### config.mk
export PLATFORM = sky130hd
export DESIGN_NAME = tcw_ctrl
export DESIGN_NICKNAME = d
export VERILOG_FILES = /design/src/hdl/tcw_pkg.sv /design/src/hdl/tcw_ctrl.sv
export SDC_FILE = /design/constraint.sdc
export NUM_CORES = 1
export LEC_CHECK = 0
export ABC_AREA = 1
export BUFFER_PORTS_ARGS = -buffer_cell sky130_fd_sc_hd__buf_2
export CORE_AREA = 2 2 39 41
export CTS_BUF_LIST = sky130_fd_sc_hd__clkbuf_8 sky130_fd_sc_hd__clkbuf_16
export DETAILED_ROUTE_END_ITERATION = 6
export DIE_AREA = 0 0 41 43
export PLACE_DENSITY_LB_ADDON = 0.05
export SETUP_SLACK_MARGIN = 0.5
export SLEW_MARGIN = 0
export SYNTH_ARGS = -nofsm -noshare
export SYNTH_HDL_FRONTEND = slang
export SYNTH_SLANG_ARGS = --single-unit
### constraint.sdc
create_clock -name clk -period 1.2 [get_ports clk]
set_clock_uncertainty 0.05 [all_clocks]
set_input_delay 0.24 -clock clk [delete_from_list [all_inputs] [get_ports clk]]
set_output_delay 0.24 -clock clk [all_outputs]
set_load 0.01 [all_outputs]
### src/hdl/tcw_pkg.sv
package tcw_pkg;

  localparam int OP_W      = 2;
  localparam int CHAR_W    = 8;
  localparam int ATTR_W    = 8;
  localparam int IDX_W     = 11;
  localparam int POS_W     = 11;
  localparam int COL_OUT_W = 7;
  localparam int ROW_OUT_W = 5;

  localparam logic [OP_W-1:0] OP_PUT   = 2'd0;
  localparam logic [OP_W-1:0] OP_CLEAR = 2'd1;
  localparam logic [OP_W-1:0] OP_READ  = 2'd2;

  localparam logic [CHAR_W-1:0] CH_NEWLINE   = 8'd10;
  localparam logic [CHAR_W-1:0] CH_BACKSPACE = 8'd8;
  localparam logic [CHAR_W-1:0] CH_SPACE     = 8'h20;
  localparam logic [ATTR_W-1:0] RESET_ATTR   = 8'h07;

  typedef enum logic [2:0] {
    ST_INIT,
    ST_IDLE,
    ST_EXEC,
    ST_COPY,
    ST_BLANK,
    ST_FINISH
  } state_t;

  typedef struct packed {
    logic capture;   // latch request, start cell read
    logic exec;      // apply request to cursor and cell store
    logic copy;      // one step of the scroll copy
    logic blank;     // one step of the blanking sweep
    logic init;      // one step of the post-reset sweep
    logic finish;    // result of a walking request goes out
    logic load_out;  // load the output register
  } cmd_t;

  typedef struct packed {
    logic need_scroll;
    logic need_clear;
    logic copy_done;
    logic blank_done;
  } sts_t;

endpackage

### src/hdl/tcw_ctrl.sv
module tcw_ctrl
  import tcw_pkg::*;
(
  input  logic clk,
  input  logic rst_n,
  input  logic in_tvalid,
  output logic in_tready,
  output logic out_tvalid,
  input  logic out_tready,
  input  sts_t sts,
  output cmd_t cmd
);

  state_t state_r, state_nxt;
  logic   out_valid_r, out_valid_nxt;
  logic   slot_free;

  assign slot_free = !out_valid_r || out_tready;

  always_comb begin
    state_nxt = state_r;
    case (state_r)
      ST_INIT: begin
        if (sts.blank_done) state_nxt = ST_IDLE;
      end
      ST_IDLE: begin
        if (in_tvalid) state_nxt = ST_EXEC;
      end
      ST_EXEC: begin
        if (slot_free) begin
          if (sts.need_scroll)     state_nxt = ST_COPY;
          else if (sts.need_clear) state_nxt = ST_BLANK;
          else                     state_nxt = ST_IDLE;
        end
      end
      ST_COPY: begin
        if (sts.copy_done) state_nxt = ST_BLANK;
      end
      ST_BLANK: begin
        if (sts.blank_done) state_nxt = ST_FINISH;
      end
      ST_FINISH: begin
        if (slot_free) state_nxt = ST_IDLE;
      end
      default: state_nxt = ST_INIT;
    endcase
  end

  always_comb begin
    cmd          = '0;
    in_tready    = 1'b0;
    case (state_r)
      ST_INIT:   cmd.init = 1'b1;
      ST_IDLE: begin
        in_tready   = 1'b1;
        cmd.capture = in_tvalid;
      end
      ST_EXEC: begin
        cmd.exec     = slot_free;
        cmd.load_out = slot_free && !sts.need_scroll && !sts.need_clear;
      end
      ST_COPY:   cmd.copy = 1'b1;
      ST_BLANK:  cmd.blank = 1'b1;
      ST_FINISH: begin
        cmd.finish   = slot_free;
        cmd.load_out = slot_free;
      end
      default: cmd = '0;
    endcase
  end

  assign out_valid_nxt = cmd.load_out || (out_valid_r && !out_tready);
  assign out_tvalid    = out_valid_r;

  always_ff @(posedge clk) begin
    if (!rst_n) begin
      state_r     <= ST_INIT;
      out_valid_r <= 1'b0;
    end else begin
      state_r     <= state_nxt;
      out_valid_r <= out_valid_nxt;
    end
  end

endmodule

==> impl_metrics.tcl <==
set metrics [dict create \
    area_growth_pct 114.0 \
    slowest_stage "dfxtp_4" \
    antenna_found_initial 0 \
    reg2reg_slack_ps -20 \
    num_rows 14 \
    dp_slack_ps -29.93 \
    cp-end-kind "primary output" \
    numCtsBuffers 3 \
    netlist_area_um2 330.3 \
    cts_tree "built" \
    period_share_pct 115.4 \
    grt_max_degree 7 \
    timing.rr.end "state_r[1]$_SDFFE_PN0P_" \
    worst_r2r_path_depth 8 \
    synth_warnings 0 \
    critPathTopFamily "flip-flops" \
    worstPathArrival_ps 1090 \
    drv_slew 0 \
    ys_ff_latch 4 \
    initial_core_util_pct 23.87 \
    postSynthCellCount 57 \
    min_from "rst_n" \
    clk-insertion-delay-late_ps 220 \
    start_kind "flop" \
    grt_usage_pct 12.05 \
    hp-class "in -> reg" \
    yosysTopAreaCell "dfxtp_1" \
    finalSetupViolations 11 \
    p_leak_nw 0.3752 \
    ys_seq_area_share_pct 24.24 \
    holdBufCountCts 0 \
    syn_nets 65 \
    antenna_left 0 \
    timing.final.hold_violations 0 \
    grt_pass1_vias 385 \
    crit_fanout 5 \
    nets 100 \
    htreeDepth 1 \
    root_buffer "clkbuf_8" \
    cap_violations 0 \
    synth_cell_types 12 \
    status "finished with violations" \
    grt_overflow 0 \
    core_area_um2 1384 \
    layout_common_cells "buf_2, buf_4, nand2_1" \
    firstDrtPassIters 4 \
    wl_per_cell_um 8.766 \
    ir_drop_mv 1.501 \
    setup-tns-final_ps -1117 \
    clkSinkCount 4 \
    vias_per_cell 4.243 \
    tightest_slew_ps 226.9 \
    syn_avg_cell_area_um2 5.795 \
    clk_pin_slew_ps 30 \
    max-slew-margin-rel_pct 84.71 \
    antenna_cells 0 \
    die_area_um2 1763 \
    rr_startpoint "state_r[0]$_SDFFE_PN0P_" \
    path_class "reg -> out" \
    grt_pass1_wl_mm 1.462 \
    crit_path_cell_trace "inv_4 -> nand3_4 -> nor2_4 -> nand3_2 -> o21ai_2 -> buf_2" \
    synthTopCellsByArea "dfxtp_1, nand2_1, nor2_1" \
    clk_path_buf_depth 2 \
    max_stage_delay_ps 350 \
    whs_path_depth 3 \
    drc_errors 0 \
    drt-initial-drc-count 1 \
    io_buffers 16 \
    rsz0062_at_grt "yes" \
    totalWireLength_um 938 \
    synth_top_area_share_pct 24.24 \
    violations "negative setup slack" \
    dieHeight_um 43 \
    layoutNonFillerInstCount 107 \
    io-pin-count 17 \
    min_to "out_tvalid$_SDFF_PN0_" \
    required_ps 910 \
    gp_congestion 0.7717 \
    holdWs_ps 212.1 \
    cellPowerDensity_nw_per_um2 2677 \
    dieWidth_um 41 \
    drive_gt1_share_pct 69.23 \
    setup_ws_ps -184.4 \
    cp_num_buf_inv 2 \
    fmax_ghz 0.7223 \
    final_common_cell "buf_2" \
    power.total_mw 1.892 \
    dp.cells 94 \
    hpwl_um 731.9 \
    dr_total_vias 454 \
    period_needed_ps 1384 \
]
## power by group
group          leakage [nW]  internal [mW]  switching (mW)
registers            0.0353          0.225          0.0928
clock network        0.0269          0.218          0.0697
logic                 0.313          0.645           0.642
## kinds of logic after synthesis
| group | after synthesis | share of synthesized area (%) |
|---|---|---|
| flops | 4 | 24.24 |
| buf+inv | 11 | 12.50 |
| simple gates | 37 | 55.68 |
| compound gates | 5 | 7.575 |
## synth_stat cells, drive strengths merged
cell and instances:
o21ai 5, inv 11, nor3 1, dfxtp 4, nand2 13, nand3 6
nand3b 1, nor2 16
## state kept, by name (all words and copies together), names as in the netlist
signal and flops:
out_tvalid 1, state_r 3
## routing by layer
metal	track usage (%)	wire length [um]
met2	17.81	480
met5	0	0
met3	1.571	38
met4	8.000	0
met1	15.43	419
## tightest hold or removal path: cells and delay by family
family                 cells  cell delay, ps
AND/OR/NAND/NOR            1              50
buffers and inverters      2             150
## layout make-up
class	instances	area (um2)
well taps	16	20.02
inverters	11	48.80
multi-input cells	42	286.5
flip-flops and latches	4	92.59
clock buffers	3	41.29
repair buffers	30	214.0
fillers	150	676.9
clock inverters	1	3.754
## worst max-delay path by stage
stage,start,slack (ps),cells after the start,endpoint
global placement,state_r[0]$_SDFFE_PN0P_,-30,6,cmd[0]
floorplan,state_r[2]$_SDFFE_PN0P_,80,5,cmd[0]
CTS,state_r[2]$_SDFFE_PN0P_,-190,6,cmd[0]
global route,state_r[2]$_SDFFE_PN0P_,-250,6,cmd[0]
finish,state_r[2]$_SDFFE_PN0P_,-180,6,cmd[0]
detailed placement,state_r[0]$_SDFFE_PN0P_,-30,6,cmd[0]
## through the flow
step | instance area (um2) | util, %
after floorplan | 392.9 | -
after global placement | 543.0 | 39.24
after detailed placement | 543.0 | 39.24
after CTS | 643.1 | 46.47
after global routing | 706.9 | 51.09
final | 706.9 | 51.09
## timing repair
item | in CTS | in global routing
pin swaps | 4 | 3
cloned | 0 | 0
buffers inserted | 5 | 4
endpoints found under the setup margin | 13 | 13
resized for setup | 4 | 11
No activity file was read; power rests on OpenSTA's default activity.
